## config.mk

```make
export PLATFORM = sky130hd
export DESIGN_NAME = tfbr_front
export DESIGN_NICKNAME = d
export VERILOG_FILES = /design/src/design/tfbr_pkg.sv /design/src/design/tfbr_front.sv
export VERILOG_INCLUDE_DIRS = /design/src /design/src/design
export SDC_FILE = /design/constraint.sdc
export NUM_CORES = 1
export LEC_CHECK = 0
export ABC_AREA = 1
export ABC_CLOCK_PERIOD_IN_PS = 2200
export BUFFER_PORTS_ARGS = -buffer_cell sky130_fd_sc_hd__buf_2
export CAP_MARGIN = 20
export CORE_UTILIZATION = 54
export CTS_BUF_LIST = sky130_fd_sc_hd__clkbuf_8
export DETAILED_ROUTE_END_ITERATION = 6
export HOLD_SLACK_MARGIN = 0.06
export PLACE_DENSITY = 0.9
export SLEW_MARGIN = 30
export SYNTH_ARGS = -nofsm -noshare
export SYNTH_HDL_FRONTEND = slang
export SYNTH_SLANG_ARGS = --single-unit
export TNS_END_PERCENT = 20
```

## constraint.sdc

```tcl
create_clock -name clk -period 2.2 [get_ports clk]
set_clock_uncertainty 0.2 [all_clocks]
set_input_delay 0 -clock clk [delete_from_list [all_inputs] [get_ports clk]]
set_output_delay 0 -clock clk [all_outputs]
set_load 0.02 [all_outputs]
```

## src/design/text_frame_buffer_renderer_core_assert.svh

```systemverilog
// Assertion macros shared by the text frame buffer renderer modules.
`ifndef TEXT_FRAME_BUFFER_RENDERER_CORE_ASSERT_SVH
`define TEXT_FRAME_BUFFER_RENDERER_CORE_ASSERT_SVH

`ifndef SYNTH
// Check a property on every clock edge outside reset.
`define TFBR_ASSERT(name, clk, rst, prop, msg) \
  name: assert property (@(posedge clk) disable iff (rst) prop) else $error(msg);
// Check a property on every clock edge, reset included.
`define TFBR_ASSERT_RST(name, clk, prop, msg) \
  name: assert property (@(posedge clk) prop) else $error(msg);
`else
`define TFBR_ASSERT(name, clk, rst, prop, msg)
`define TFBR_ASSERT_RST(name, clk, prop, msg)
`endif

`endif

```

## src/design/tfbr_pkg.sv

```systemverilog
// Types, codes and font table shared by the text frame buffer renderer.
package tfbr_pkg;

  // Input item kinds
  localparam logic [1:0] KIND_CURSOR  = 2'd0;
  localparam logic [1:0] KIND_CHAR    = 2'd1;
  localparam logic [1:0] KIND_CLEAR   = 2'd2;
  localparam logic [1:0] KIND_REFRESH = 2'd3;

  // Field widths
  localparam int CURSOR_X_W = 8;
  localparam int CURSOR_Y_W = 3;
  localparam int PAGE_W     = 3;
  localparam int GLYPH_W    = 6;

  // Font geometry
  localparam int GLYPH_COLS   = 5;
  localparam int CHAR_ADVANCE = 6;

  // Display command bytes
  localparam logic [7:0] CMD_PAGE_BASE = 8'hB0;
  localparam logic [7:0] CMD_COL_LOW   = 8'h00;
  localparam logic [7:0] CMD_COL_HIGH  = 8'h10;

  // Back-end operations
  typedef logic [2:0] op_t;
  localparam op_t OP_CURSOR  = 3'd0;
  localparam op_t OP_GLYPH   = 3'd1;
  localparam op_t OP_SPACE   = 3'd2;
  localparam op_t OP_CLEAR   = 3'd3;
  localparam op_t OP_REFRESH = 3'd4;

  // Classified item handed from front to back
  typedef struct packed {
    op_t                   op;
    logic [GLYPH_W-1:0]    glyph;
    logic [CURSOR_X_W-1:0] x;
    logic [CURSOR_Y_W-1:0] y;
    logic [PAGE_W-1:0]     page;
  } cmd_t;

  // Font column lookup: first column sits in the top byte of each row
  function automatic logic [7:0] glyph_column(input logic [GLYPH_W-1:0] idx,
                                              input logic [2:0] col);
    logic [39:0] row;
    row = '0;
    case (idx)
      6'd0:  row = 40'h2054545478;
      6'd1:  row = 40'h7F48444438;
      6'd2:  row = 40'h3844444420;
      6'd3:  row = 40'h384444487F;
      6'd4:  row = 40'h3854545418;
      6'd5:  row = 40'h087E090102;
      6'd6:  row = 40'h0C5252523E;
      6'd7:  row = 40'h7F08040478;
      6'd8:  row = 40'h00447D4000;
      6'd9:  row = 40'h2040443D00;
      6'd10: row = 40'h7F10284400;
      6'd11: row = 40'h00417F4000;
      6'd12: row = 40'h7C04180478;
      6'd13: row = 40'h7C08040478;
      6'd14: row = 40'h3844444438;
      6'd15: row = 40'h7C14141408;
      6'd16: row = 40'h081414187C;
      6'd17: row = 40'h7C08040408;
      6'd18: row = 40'h4854545420;
      6'd19: row = 40'h043F444020;
      6'd20: row = 40'h3C4040207C;
      6'd21: row = 40'h1C2040201C;
      6'd22: row = 40'h3C4030403C;
      6'd23: row = 40'h4428102844;
      6'd24: row = 40'h0C5050503C;
      6'd25: row = 40'h4464544C44;
      6'd26: row = 40'h3E5149453E;
      6'd27: row = 40'h00427F4000;
      6'd28: row = 40'h4261514946;
      6'd29: row = 40'h2141454B31;
      6'd30: row = 40'h1814127F10;
      6'd31: row = 40'h2745454539;
      6'd32: row = 40'h3C4A494930;
      6'd33: row = 40'h0171090503;
      6'd34: row = 40'h3649494936;
      6'd35: row = 40'h064949291E;
      6'd36: row = 40'h0060600000;
      6'd37: row = 40'h0080600000;
      6'd38: row = 40'h0008080800;
      default: row = '0;
    endcase
    if (int'(col) >= GLYPH_COLS) begin
      return 8'h00;
    end
    return row[39 - 8 * int'(col) -: 8];
  endfunction

endpackage

```

## src/design/tfbr_front.sv

```systemverilog
// Front end: accepts input items, classifies them and queues them for the back end.
`include "text_frame_buffer_renderer_core_assert.svh"

module tfbr_front (
  input  logic                            clk,
  input  logic                            rst,
  input  logic                            item_valid,
  output logic                            item_ready,
  input  logic [1:0]                      kind,
  input  logic [7:0]                      char_code,
  input  logic [tfbr_pkg::CURSOR_X_W-1:0] cursor_x,
  input  logic [tfbr_pkg::CURSOR_Y_W-1:0] cursor_y,
  input  logic [tfbr_pkg::PAGE_W-1:0]     page,
  output logic                            cmd_valid,
  output tfbr_pkg::cmd_t                  cmd,
  input  logic                            cmd_pop
);
  import tfbr_pkg::*;

  // Queue depth, a power of two so the pointers wrap on their own
  localparam int DEPTH = 4;
  localparam int PTR_W = $clog2(DEPTH);

  cmd_t             q [DEPTH];
  logic [PTR_W-1:0] wr_ptr;
  logic [PTR_W-1:0] rd_ptr;
  logic [PTR_W:0]   count;

  cmd_t             item_cmd;
  logic             keep;
  logic             push;
  logic             pop;

  // Classify the incoming item; unsupported characters are dropped here
  always_comb begin
    item_cmd       = '0;
    item_cmd.x     = cursor_x;
    item_cmd.y     = cursor_y;
    item_cmd.page  = page;
    keep           = 1'b1;
    unique case (kind)
      KIND_CURSOR:  item_cmd.op = OP_CURSOR;
      KIND_CLEAR:   item_cmd.op = OP_CLEAR;
      KIND_REFRESH: item_cmd.op = OP_REFRESH;
      KIND_CHAR: begin
        item_cmd.op = OP_GLYPH;
        case (char_code) inside
          [8'h61:8'h7A]: item_cmd.glyph = GLYPH_W'(char_code - 8'h61);
          [8'h30:8'h39]: item_cmd.glyph = GLYPH_W'(char_code - 8'h30 + 8'd26);
          8'h2E:         item_cmd.glyph = GLYPH_W'(36);
          8'h2C:         item_cmd.glyph = GLYPH_W'(37);
          8'h2D:         item_cmd.glyph = GLYPH_W'(38);
          8'h20:         item_cmd.op    = OP_SPACE;
          default:       keep           = 1'b0;
        endcase
      end
      default: keep = 1'b0;
    endcase
  end

  assign item_ready = (count != (PTR_W + 1)'(DEPTH));
  assign push       = item_valid && item_ready && keep;
  assign pop        = cmd_pop && cmd_valid;
  assign cmd_valid  = (count != '0);
  assign cmd        = q[rd_ptr];

  // Store queued commands
  always_ff @(posedge clk) begin
    if (push) begin
      q[wr_ptr] <= item_cmd;
    end
  end

  // Advance pointers and fill count
  always_ff @(posedge clk) begin
    if (rst) begin
      wr_ptr <= '0;
      rd_ptr <= '0;
      count  <= '0;
    end else begin
      if (push) begin
        wr_ptr <= wr_ptr + 1'b1;
      end
      if (pop) begin
        rd_ptr <= rd_ptr + 1'b1;
      end
      if (push && !pop) begin
        count <= count + 1'b1;
      end else if (pop && !push) begin
        count <= count - 1'b1;
      end
    end
  end

  `TFBR_ASSERT(a_queue_bound, clk, rst, count <= (PTR_W + 1)'(DEPTH), "queue overfilled")
  `TFBR_ASSERT(a_queue_push, clk, rst, (push && !pop) |=> (count == $past(count) + 1'b1), "queue push lost")

endmodule

```

Word-level counts from Yosys, hierarchy flattened:

Memory sizes are Yosys's and may differ from the RTL's. A register that Yosys moved wholly into a read port is not among the register bits.
Cells that the tools add are included.

* register bits after elaboration: 7
* memory bits (writable): 92
* input port bits: 28
* output and inout bits: 25
* word-level logic and storage cells: 61
* memories: 1

Memory list
* q: depth 4, bits a word 23, rd ports 1, clocked after memory_dff 1, write ports 1, line tfbr_front.sv:24 `cmd_t q [DEPTH];`

* $add $sub $neg: 7
* order comparisons: 4
* equality and inequality tests: 8
* mux-type cells: 26
* reductions and logical operators: 12

Operators with widths (number)
* two-way mux 6 bit: 6
* equality test 8 x 6 -> 1 bit, second input constant: 4
* two-way mux 3 bit: 6
* case mux 3 bit (4 select lines): 1
* subtractor 6 bit, second input constant: 2
* two-way mux 1 bit: 9
* >= comparator 8 x 6 -> 1 bit, second input constant: 1
* >= comparator 8 x 7 -> 1 bit, second input constant: 1
* <= comparator 8 x 6 -> 1 bit, second input constant: 1
* <= comparator 8 x 7 -> 1 bit, second input constant: 1
* two-way mux 2 bit: 4
* logical AND 1 bit: 7
* adder 6 x 5 -> 6 bit, second input constant: 1
* adder 2 x 1 -> 2 bit, second input constant: 2
* equality test 2 bit, second input constant: 2
* adder 3 x 1 -> 3 bit, second input constant: 1
* != test 3 bit, second input constant: 1
* nonzero test 3 bit: 1
* subtractor 3 x 1 -> 3 bit, second input constant: 1
* equality test 2 x 1 -> 1 bit, second input constant: 1
* zero test 1 bit: 2
* zero test 2 bit: 1
* nonzero test 2 bit: 1

Longest topological paths before layout:

Gate-level depths: netlist of the first run.

* depth in word-level cells: 13
* gate-level depth with buffers: 18
* mapped depth without buffers: 18

Worst setup path after synthesis of the first run:

No wires, ideal clock.

* kind: register to register
* from: register count[0]
* to: memory q[0][0] (netlist bit) (enable)
* setup time: 403 ps
* arrival: 1930 ps
* required time: 1597 ps
* setup slack: -333 ps
* cell stages (with the launch flop): 6
* cell sequence: dfxtp_1 > inv_1 > nand3_1 > and2_2 > nand2_2 > nor2_1

* cells in the longest elaborated chain, start to end: 5

RTL lines
* from (decl): line tfbr_front.sv:27 `logic [PTR_W:0] count;`
* from (signal assigned): line tfbr_front.sv:88 `count <= count + 1'b1;`
* from (signal assigned): line tfbr_front.sv:90 `count <= count - 1'b1;`
* != test 3 bit: line tfbr_front.sv:61 `assign item_ready = (count != (PTR_W + 1)'(DEPTH));`
* named net item_ready: line tfbr_front.sv:8 `output logic item_ready,`
* logical AND 1 bit (2 in series): line tfbr_front.sv:62 `assign push = item_valid && item_ready && keep;`
* two-way mux 1 bit: line tfbr_front.sv:69 `if (push) begin`
* two-way mux 1 bit (implied by the code): line tfbr_front.sv:70 `q[wr_ptr] <= item_cmd;`
* to (decl): line tfbr_front.sv:24

The timed path passes the listed nets, and every way through them passes these cells.

Worst setup path after layout of the first run:

* from: input kind[1]
* to: register count[1]

* cells in the longest elaborated chain, start to end: 6

RTL lines
* from (decl): line tfbr_front.sv:9 `input logic [1:0] kind,`
* equality test 2 x 1 -> 1 bit (*): line tfbr_front.sv:41 `unique case (kind)`
* two-way mux 1 bit (*): line tfbr_front.sv:41
* logical AND 1 bit (*): line tfbr_front.sv:62
* named net push: line tfbr_front.sv:31 `logic push;`
* zero test 1 bit: line tfbr_front.sv:89 `end else if (pop && !push) begin`
* logical AND 1 bit: line tfbr_front.sv:89
* nonzero test 2 bit (no source line)

Mark *: on every way through the listed nets, which the timed path passes. The rest lies on a longest branch.
A chain may end at the register's enable or synchronous reset.

==> flow_summary.ini, run 1 <==
[floorplanning]
dieArea_mm2 = 0.008469
start_util_pct = 56.35
dieWidth_um = 92.03
fp.dieH_um = 92.03
row_count = 32
core_mm2 = 0.007767
io_pins = 53

[sta]
min_period_ps = 2061
finalCritPeriodShare_pct = 93.70
report.final.slew_viol_count = 0
maxSlewHeadroom_pct = 53.68
finalHoldViolations = 0
fmax_mhz = 485.1
finalSetupTns_ps = 0
finalSetupViolCount = 0
worst_pin_slew_ps = 694.1

[clock_tree]
htreeDepth = 3
post-cts-setup-buffers = 0
numCtsBuffers = 9
clock_path_buffers = 2
clockRootBuffer = clkbuf_8
clock_sinks = 101
tritoncts = done
insertion_delay_ps = 350
clkTransAtPathRegs_ps = 90

[placement]
dpl.hpwl_mm = 5.503
numPortBuffers = 52
placed_cell_area_mm2 = 0.004921
place_congestion = 0.8906

[min_path]
whs_path_depth = 5
hp-start = char_code[2]
hp-class = input port to flop
min_to = q[2][16]

[worst_setup_path]
criticalPathCategory = input port to flop
cp.required_ps = 2240
cp-start-kind = input port
reg2reg_depth = 13
crit_arrival_ps = 2100
r2r-end = count[2]
path_max_fanout = 5
rrSetupSlack_ps = 170
critPathCaptureType = flop
rr_startpoint = count[1]

[route]
vias_per_cell = 5.236
drt_iter0_markers = 154
drc = 0
vias = 3058
firstDrtPassIters = 5
postRouteWirelength_mm = 8.594
wl_per_cell_um = 14.72
drtAntennaViolNets = 0

[power]
p_switching_uw = 1700
clock_power_share_pct = 21.4
power_uw = 4939
p_leak_uw = 0.002060
p_int_uw = 3239
p_per_area_mw_per_mm2 = 923.2
power_frac_comb_pct = 30.7
p_seq_share_pct = 47.9
ir_worst_vdd_v = 0.0005893
switching_share_pct = 34.42

[logic_synthesis]
synth_flop_cell = edfxtp_1
syn_inst = 383
syn_nets = 422
ys_seq_area_share_pct = 67.24
yosysTopAreaCell = edfxtp_1
synth_area_leaders = edfxtp_1 63%, o21ai_0 6.3%, nor2_1 5.6%
ys_ff_latch = 101
synth_warnings = 0
synth_top_area_share_pct = 63.12
async_flop_share_pct = 0
syn-mean-instance-area_um2 = 11.43
syn_area_mm2 = 0.004377
synth-edff-count = 92
yosysUniqueCellTypes = 31

[cells_and_area]
utilization_pct = 68.88
final_layout_size_suffix_gt1_share_pct = 24.53
layout_commonest_cell = edfxtp_1
mostFrequentLayoutCells = 92 x edfxtp_1, 60 x nor2_1, 53 x o21ai_0, 52 x buf_2, 31 x nand2_1
nNetsFinal = 515
fin_area_mm2 = 0.005350
synthToLayoutAreaGrowth_pct = 22.24
nFillCells = 558

[global_route]
grt_pass1_wl_mm = 13.86
antenna_found_initial = 1
grt_max_degree = 47
grt.overflow.total = 0
grt_pass1_vias = 2967
grt_use_total_pct = 21.61

[flow_run]
drv_cap = 0

[status]
outcome = complete, no violations
## Yosys cell counts (all sizes together) (3+ instances only)
master  instances
a21oi          14
buf             4
clkbuf         10
dfxtp           9
edfxtp         92
ha             10
inv            34
nand2          37
nand3          12
nor2           70
o21ai          56
o22ai          24
xor2            3
## power by group through the flow
stage          sequential, µW  clock, µW  combinational, µW
5_1_grt                  2380       1150               1660
2_1_floorplan            2390          0                964
3_3_place_gp             2390          0               1410
3_5_place_dp             2400          0               1470
4_1_cts                  2360       1070               1500
6_report                 2370       1060               1520
## critical path, cell delays in order
cell	delay, ps
dlygate4sd3_1	520
buf_2	150
nor2_4	120
inv_2	70
nor2_2	150
nand3_4	90
nand2_2	60
inv_1	40
ha_1	180
inv_1	90
fa_2	440
o21ai_1	130
a21oi_1	50
## per-stage QoR
stage          setup WS (ps)  hold WS (ps)  std cells
2_1_floorplan         -332.6        -127.6        383
3_3_place_gp          -1.193        -24.45        544
3_5_place_dp          -155.6        -23.70        544
4_1_cts                19.24         69.38        583
5_1_grt               -11.22         116.3        584
6_report               138.7         80.28        584
## how the worst max path moves through the flow
stage	startpoint	cells after the start	slack [ps]	to
floorplan	count[0]	5	-330	q[0][0]
global placement	char_code[0]	17	-1	count[2]
detailed placement	char_code[0]	16	-160	count[2]
CTS	kind[1]	16	20	count[2]
global route	count[1]	13	-10	count[2]
finish	kind[1]	13	140	count[1]
## timing repair
| item | CTS | global route |
|---|---|---|
| endpoints found under the setup margin | 0 | 2 |
| hold endpoints to repair | 97 | 0 |
| resized for setup | 0 | 10 |
| hold buffers | 23 | 0 |
## final cells by class
cell class              count  area (µm²)  share of cell area, %
flip-flops and latches    101        2945                  55.05
diodes                      1       2.502                0.04677
clock buffers               9       123.9                  2.315
inverters                  35       131.4                  2.456
multi-input cells         233        1266                  23.67
repair buffers             96       698.2                  13.05
well taps                 102       127.6                  2.385
clock inverters             7       55.05                  1.029
## metal layers
layer / global-route usage [%] / wire length [µm]
met1: 27.17 / 3562
met2: 36.75 / 4456
met3: 3.897 / 397
met4: 9.375 / 178
met5: 0 / 0
## logic make-up (layout without fill, tap and decap cells)
family	after synthesis	in the layout	synth area share [%]
AO/OA/AOI/OAI	97	97	11.92
adder cells (fa/ha/maj)	11	11	3.316
buffers and inverters	49	147	4.402
AND/OR/NAND/NOR	121	121	12.32
flip-flops	101	101	67.24
XOR/XNOR	4	4	0.8006
other	0	1	0
## state kept, by name (all words and copies together) (netlist names), named ones only
| name | flops |
|---|---|
| rd_ptr | 2 |
| count | 3 |
| q | 92 |
| wr_ptr | 2 |
No activity file was read; power rests on OpenSTA's default activity.
==> inputs of run 2 (changes only) <==
--- a/config.mk
+++ b/config.mk
@@ -10,11 +10,10 @@
 export ABC_CLOCK_PERIOD_IN_PS = 2200
 export BUFFER_PORTS_ARGS = -buffer_cell sky130_fd_sc_hd__buf_2
 export CAP_MARGIN = 20
-export CORE_UTILIZATION = 54
-export CTS_BUF_LIST = sky130_fd_sc_hd__clkbuf_8
+export CORE_UTILIZATION = 52
 export DETAILED_ROUTE_END_ITERATION = 6
 export HOLD_SLACK_MARGIN = 0.06
-export PLACE_DENSITY = 0.9
+export PLACE_DENSITY = 0.87
 export SLEW_MARGIN = 30
 export SYNTH_ARGS = -nofsm -noshare
 export SYNTH_HDL_FRONTEND = slang
==> run 2 against run 1 <==
  * Final area grew 0.87%
  * Global-route usage down 0.71 points
  * Routed wire length increased by 1.6%
  * Non-clock buffer count rose by 2
  * Die area grew 3.8%
  * Hold slack better by 5.3 ps
  * Combinational power about the same
  * Register-to-register slack gained 30 ps
  * Clock power is 15% higher
  * Via count rose by 2.1%
  * Critical path type unchanged
  * Critical endpoint is now q[1][18]
  * Largest cell class unchanged
  * Highest routed layer unchanged
==> flow_summary.ini, run 2 (synthesized netlist as in run 1, its figures left out) <==
[global_route]
antenna_found_initial = 0
grt.overflow.total = 0
grt_pass1_wl_mm = 13.61
grt_max_degree = 47
grt_pass1_vias = 3020
grt_use_total_pct = 20.90

[cells_and_area]
mostFrequentLayoutCells = 92 x edfxtp_1, 60 x nor2_1, 54 x o21ai_0, 52 x buf_2, 31 x nand2_1
synthToLayoutAreaGrowth_pct = 23.30
largest_registers = q: 92 flops, count: 3 flops
top_register = q
final_layout_size_suffix_gt1_share_pct = 24.48
layout_commonest_cell = edfxtp_1
utilization_pct = 66.01
n_antenna_cell = 0
largest_reg_flops = 92
nNetsFinal = 517
instances_no_fill = 587

[worst_setup_path]
slowest_delay_ps = 590
criticalPathCategory = input port to flop
path_max_fanout = 6
critPathLaunch = char_code[1]
crit_chain = buf_2 -> inv_1 -> ha_1 -> nand3_1 -> dlygate4sd3_1 -> a21oi_1 -> a211oi_1 -> dlygate4sd3_1
cp-start-kind = input port
critPathBufInv = 4
cp_common_cell = dlygate4sd3_1
worst-path-stages = 8
crit_arrival_ps = 1980
critPathCaptureType = flop
cp_slowest_cell = dlygate4sd3_1
cp.required_ps = 2100
r2r-end = count[2]
crit_family = buffers and inverters
rr_startpoint = count[1]
cp-endpoint = q[1][18]
reg2reg_depth = 13
rrSetupSlack_ps = 200

[min_path]
hp-class = input port to flop

[placement]
place_congestion = 0.8462
numPortBuffers = 52
dpl.hpwl_mm = 5.444
dp.cells = 547

[clock_tree]
clkTransAtPathRegs_ps = 80
insertion_delay_ps = 360
tritoncts = done
numCtsBuffers = 9
htreeDepth = 3
clockRootBuffer = clkbuf_8
clock_path_buffers = 2
clock_sinks = 101

[route]
drt_iter0_markers = 174
firstDrtPassIters = 4
top_layer = met4
vias_per_cell = 5.320
drtAntennaViolNets = 0
postRouteWirelength_mm = 8.729
wl_per_cell_um = 14.87
drc = 0
met3_length_um = 505
met1_length_mm = 3.710
wl_met2_mm = 4.439
vias = 3123

[sta]
finalCritPeriodShare_pct = 94.53
fmax_mhz = 480.9
min_period_ps = 2080
worst_pin_slew_ps = 455.7
report.final.slew_viol_count = 0
finalHoldViolations = 0
finalSetupViolCount = 0
maxSlewHeadroom_pct = 69.62
finalSetupTns_ps = 0
rsz0062_at_grt = yes

[floorplanning]
io_pins = 53
dieWidth_um = 93.74
core_mm2 = 0.008175
fp.dieH_um = 93.74
row_count = 33
start_util_pct = 53.54
dieArea_mm2 = 0.008787

[power]
p_leak_uw = 0.002085
p_per_area_mw_per_mm2 = 950.6
ir_worst_vdd_v = 0.0005575

[flow_run]
drv_cap = 0

[status]
outcome = complete, no violations
-- run 2: per-stage QoR --
stage / hold WS [ps] / setup slack, ps / area [µm²] / power, µW
floorplan: -127.6 / -332.6 / 4377 / 3356
global placement: -26.31 / -71.28 / 4925 / 3819
detailed placement: -20.17 / -144.2 / 4925 / 3879
CTS: 64.81 / 36.03 / 5365 / 5112
global route: 97.12 / -27.49 / 5396 / 5396
finish: 85.56 / 120.4 / 5396 / 5130
-- run 2: area by class of cell --
| cell class | instances | area, µm² |
|---|---|---|
| Multi-Input combinational cell | 233 | 1259 |
| Inverter | 35 | 135.1 |
| Timing Repair Buffer | 98 | 713.2 |
| Clock buffer | 9 | 123.9 |
| Tap cell | 105 | 131.4 |
| Clock inverter | 6 | 86.33 |
| Fill cell | 614 | 2779 |
| Sequential cell | 101 | 2948 |
-- run 2: what timing repair did --
item | 4_1_cts | 5_1_grt
resized for setup | 0 | 9
hold buffers | 23 | 0
setup endpoints to repair | 0 | 3
setup buffers | 0 | 2
endpoints found under the hold margin | 101 | 0
-- run 2: worst register-to-register path: stages (launching register included) --
cell and delay (ps):
dfxtp_2 340, inv_1 60, nand3_1 100, and2_4 160, nand2_2 50, inv_1 50
ha_1 140, inv_1 50, fa_1 380, nor2_1 100, nor2_1 40, nand2_1 70
o21ai_0 70, a21oi_1 130
-- run 2: worst min path at each step --
stage | startpoint | endpoint | slack (ps) | depth (start not counted)
floorplan | rst | count[0] | -130 | 1
global placement | rst | count[0] | -30 | 2
detailed placement | rst | count[0] | -20 | 2
CTS | char_code[2] | q[0][16] | 60 | 5
global route | char_code[2] | q[1][16] | 100 | 5
finish | char_code[2] | q[1][16] | 90 | 5
-- run 2: report_power, final --
part / internal [µW] / switching, µW / leakage, µW
Combinational: 530 / 1020 / 0.00105
Clock: 634 / 582 / 0.000107
Sequential: 2300 / 69.1 / 0.000923
-- run 2: routing by layer --
metal	GRT usage, %	vias up
met4	9.231	0
met1	24.54	1471
met5	0	-
li1	-	1538
met3	4.773	6
met2	36.50	108
==> inputs of run 3 (changes only) <==
--- a/config.mk
+++ b/config.mk
@@ -6,14 +6,13 @@
 export SDC_FILE = /design/constraint.sdc
 export NUM_CORES = 1
 export LEC_CHECK = 0
-export ABC_AREA = 1
 export ABC_CLOCK_PERIOD_IN_PS = 2200
 export BUFFER_PORTS_ARGS = -buffer_cell sky130_fd_sc_hd__buf_2
 export CAP_MARGIN = 20
-export CORE_UTILIZATION = 52
+export CORE_UTILIZATION = 50
 export DETAILED_ROUTE_END_ITERATION = 6
 export HOLD_SLACK_MARGIN = 0.06
-export PLACE_DENSITY = 0.87
+export PLACE_DENSITY = 0.85
 export SLEW_MARGIN = 30
 export SYNTH_ARGS = -nofsm -noshare
 export SYNTH_HDL_FRONTEND = slang
==> run 3 against run 2 <==
  * The run now ends with setup timing left
  * Register-to-register slack got worse by 220 ps
  * Sequential share of layout area shrank 0.62 points
  * Clock power fell by 9.8%
  * Via count decreased by 22%
  * Utilization up 0.70 points
  * Total power grew 1.4%
  * Final area is 1.1% higher
  * Non-clock buffer count rose by 17
  * First-iteration DRC count fell by 75%
  * Synthesized cell count shrank 40%
  * Count of clock-buffer cells in the layout did not move
  * Area after synthesis down 4.1%
==> flow_summary.ini, run 3 <==
[sta]
fmax_mhz = 442.6
worst_pin_slew_ps = 580.9
maxSlewHeadroom_pct = 60.95
finalCritPeriodShare_pct = 102.7
finalSetupViolCount = 2
finalHoldViolations = 0
min_period_ps = 2259
setup_slack_ps = -59.13
rsz0062_at_grt = yes
report.final.slew_viol_count = 0

[logic_synthesis]
syn_area_mm2 = 0.004198
synth_top_area_share_pct = 65.81
synth_flop_cell = edfxtp_1
synth_area_leaders = edfxtp_1 66%, mux4_2 12%, dfxtp_1 4.3%
synth-edff-count = 92
synth_common_cells = 92 x edfxtp_1, 23 x mux4_2, 16 x nor2_1
yosysUniqueCellTypes = 39
ys_ff_latch = 101
syn_nets = 269
synth_most_common_cell = edfxtp_1
async_flop_share_pct = 0
ys_seq_area_share_pct = 70.10
syn-mean-instance-area_um2 = 18.25
yosysTopAreaCell = edfxtp_1
synth_warnings = 0
syn_inst = 230

[status]
outcome = finished with violations
violations = setup timing

[flow_run]
drv_cap = 0

[worst_setup_path]
critPathCaptureType = flop
path_max_fanout = 5
crit_arrival_ps = 2340
cp.required_ps = 2280
rrSetupSlack_ps = -20
criticalPathCategory = input port to flop
cp-start-kind = input port

[cells_and_area]
n_antenna_cell = 0
top_register = q
nNetsFinal = 388
mostFrequentLayoutCells = 92 x edfxtp_1, 50 x buf_2, 32 x buf_4, 28 x dlygate4sd3_1, 23 x mux4_2
synthToLayoutAreaGrowth_pct = 29.93
nFillCells = 577
largest_reg_flops = 92
layout_commonest_cell = edfxtp_1
fin_area_mm2 = 0.005454
final_layout_size_suffix_gt1_share_pct = 42.49
largest_registers = q: 92 flops, count: 3 flops

[route]
firstDrtPassIters = 6
postRouteWirelength_mm = 7.583
vias = 2432
drt_iter0_markers = 44
drc = 0
wl_per_cell_um = 16.56
vias_per_cell = 5.310
drtAntennaViolNets = 0

[floorplanning]
dieArea_mm2 = 0.008766
row_count = 33
start_util_pct = 51.35
io_pins = 53
dieWidth_um = 93.63
core_mm2 = 0.008175
fp.dieH_um = 93.63

[placement]
numPortBuffers = 52
place_congestion = 0.8774
dpl.hpwl_mm = 4.938
placed_cell_area_mm2 = 0.004936

[clock_tree]
clockRootBuffer = clkbuf_8
clkTransAtPathRegs_ps = 90
numCtsBuffers = 9
insertion_delay_ps = 340
tritoncts = done
htreeDepth = 3
clock_path_buffers = 2
clock_sinks = 101

[global_route]
grt_max_degree = 24
grt_pass1_vias = 2573
grt.overflow.total = 0
antenna_found_initial = 0
grt_pass1_wl_mm = 12.26
grt_use_total_pct = 19.19

[power]
p_leak_uw = 0.001967
ir_worst_vdd_v = 0.0007322
p_per_area_mw_per_mm2 = 953.9
power_uw = 5203

[min_path]
hp-class = input port to flop
==> run 3: critical path, cell delays in order <==
cell and delay, ps:
buf_4 100, clkinvlp_4 120, ha_4 210, o21bai_1 150
a21boi_2 80, o31a_2 330, o311a_4 390, ha_4 170
inv_2 50, fa_2 190, xor2_1 80, or3_1 330
a21oi_2 130
==> run 3: path summary, 6_finish.rpt <==
path,endpoint,start,cells after the start
worst max register to register,count[2],count[0],8
worst min register to register,count[2],count[2],2
worst max-delay path,count[2],char_code[0],13
worst min-delay path,q[0][19],char_code[5],5
==> run 3: through the flow <==
stage | hold slack, ps | instances | util [%] | setup WS (ps) | setup TNS, ps
6_report | 81.20 | 458 | 66.71 | -59.13 | -60.78
5_1_grt | 98.54 | 458 | 66.71 | -126.2 | -182.2
4_1_cts | -287.3 | 456 | 66.36 | -34.64 | -34.64
3_5_place_dp | 15.80 | 413 | 60.38 | -421.1 | -19840
3_3_place_gp | 13.28 | 413 | 60.38 | -319.6 | -17440
2_1_floorplan | -101.1 | 230 | - | -215.3 | -395.3
==> run 3: area by class of cell <==
cell class / instances / area, µm² / area share [%]
Clock buffer: 9 / 123.9 / 2.271
Clock inverter: 6 / 63.81 / 1.170
Inverter: 10 / 45.04 / 0.8259
Multi-Input combinational cell: 112 / 1274 / 23.35
Sequential cell: 101 / 2945 / 54.00
Tap cell: 105 / 131.4 / 2.409
Timing Repair Buffer: 115 / 870.8 / 15.97
==> run 3: where the power goes <==
part / switching, µW / total (µW) / internal [µW]
Combinational: 880 / 1730 / 854
Sequential: 74.7 / 2370 / 2290
Clock: 581 / 1100 / 520
Total: 1540 / 5200 / 3670
==> run 3: per-layer routing <==
| layer | vias up | wire length, µm | share of wire, % | GRT usage (%) |
|---|---|---|---|---|
| met2 | 59 | 4135 | 55 | 35.48 |
| met1 | 1219 | 3096 | 41 | 22.00 |
| met5 | - | 0 | 0 | 0 |
| met4 | 0 | 72 | 0.95 | 7.436 |
| met3 | 7 | 280 | 3.7 | 3.415 |
| li1 | 1147 | - | - | - |
==> run 3: cells by family (layout without fill, tap and decap cells) <==
kind of cell	Yosys count	count (layout)	synth area share [%]
multiplexers	27	27	13.41
buffers and inverters	17	140	1.580
XOR/XNOR	6	6	1.252
adder cells (fa/ha/maj)	11	11	3.458
flip-flops	101	101	70.10
AO/OA/AOI/OAI	22	22	4.293
AND/OR/NAND/NOR	46	46	5.902
==> run 3: timing repair <==
| action | 4_1_cts | 5_1_grt |
|---|---|---|
| pin swaps | 4 | 1 |
| hold buffers | 26 | 2 |
| endpoints found under the setup margin | 1 | 3 |
| resized for setup | 6 | 3 |
| setup buffers | 2 | 0 |
| gates cloned | 0 | 0 |
| hold endpoints to repair | 77 | 3 |
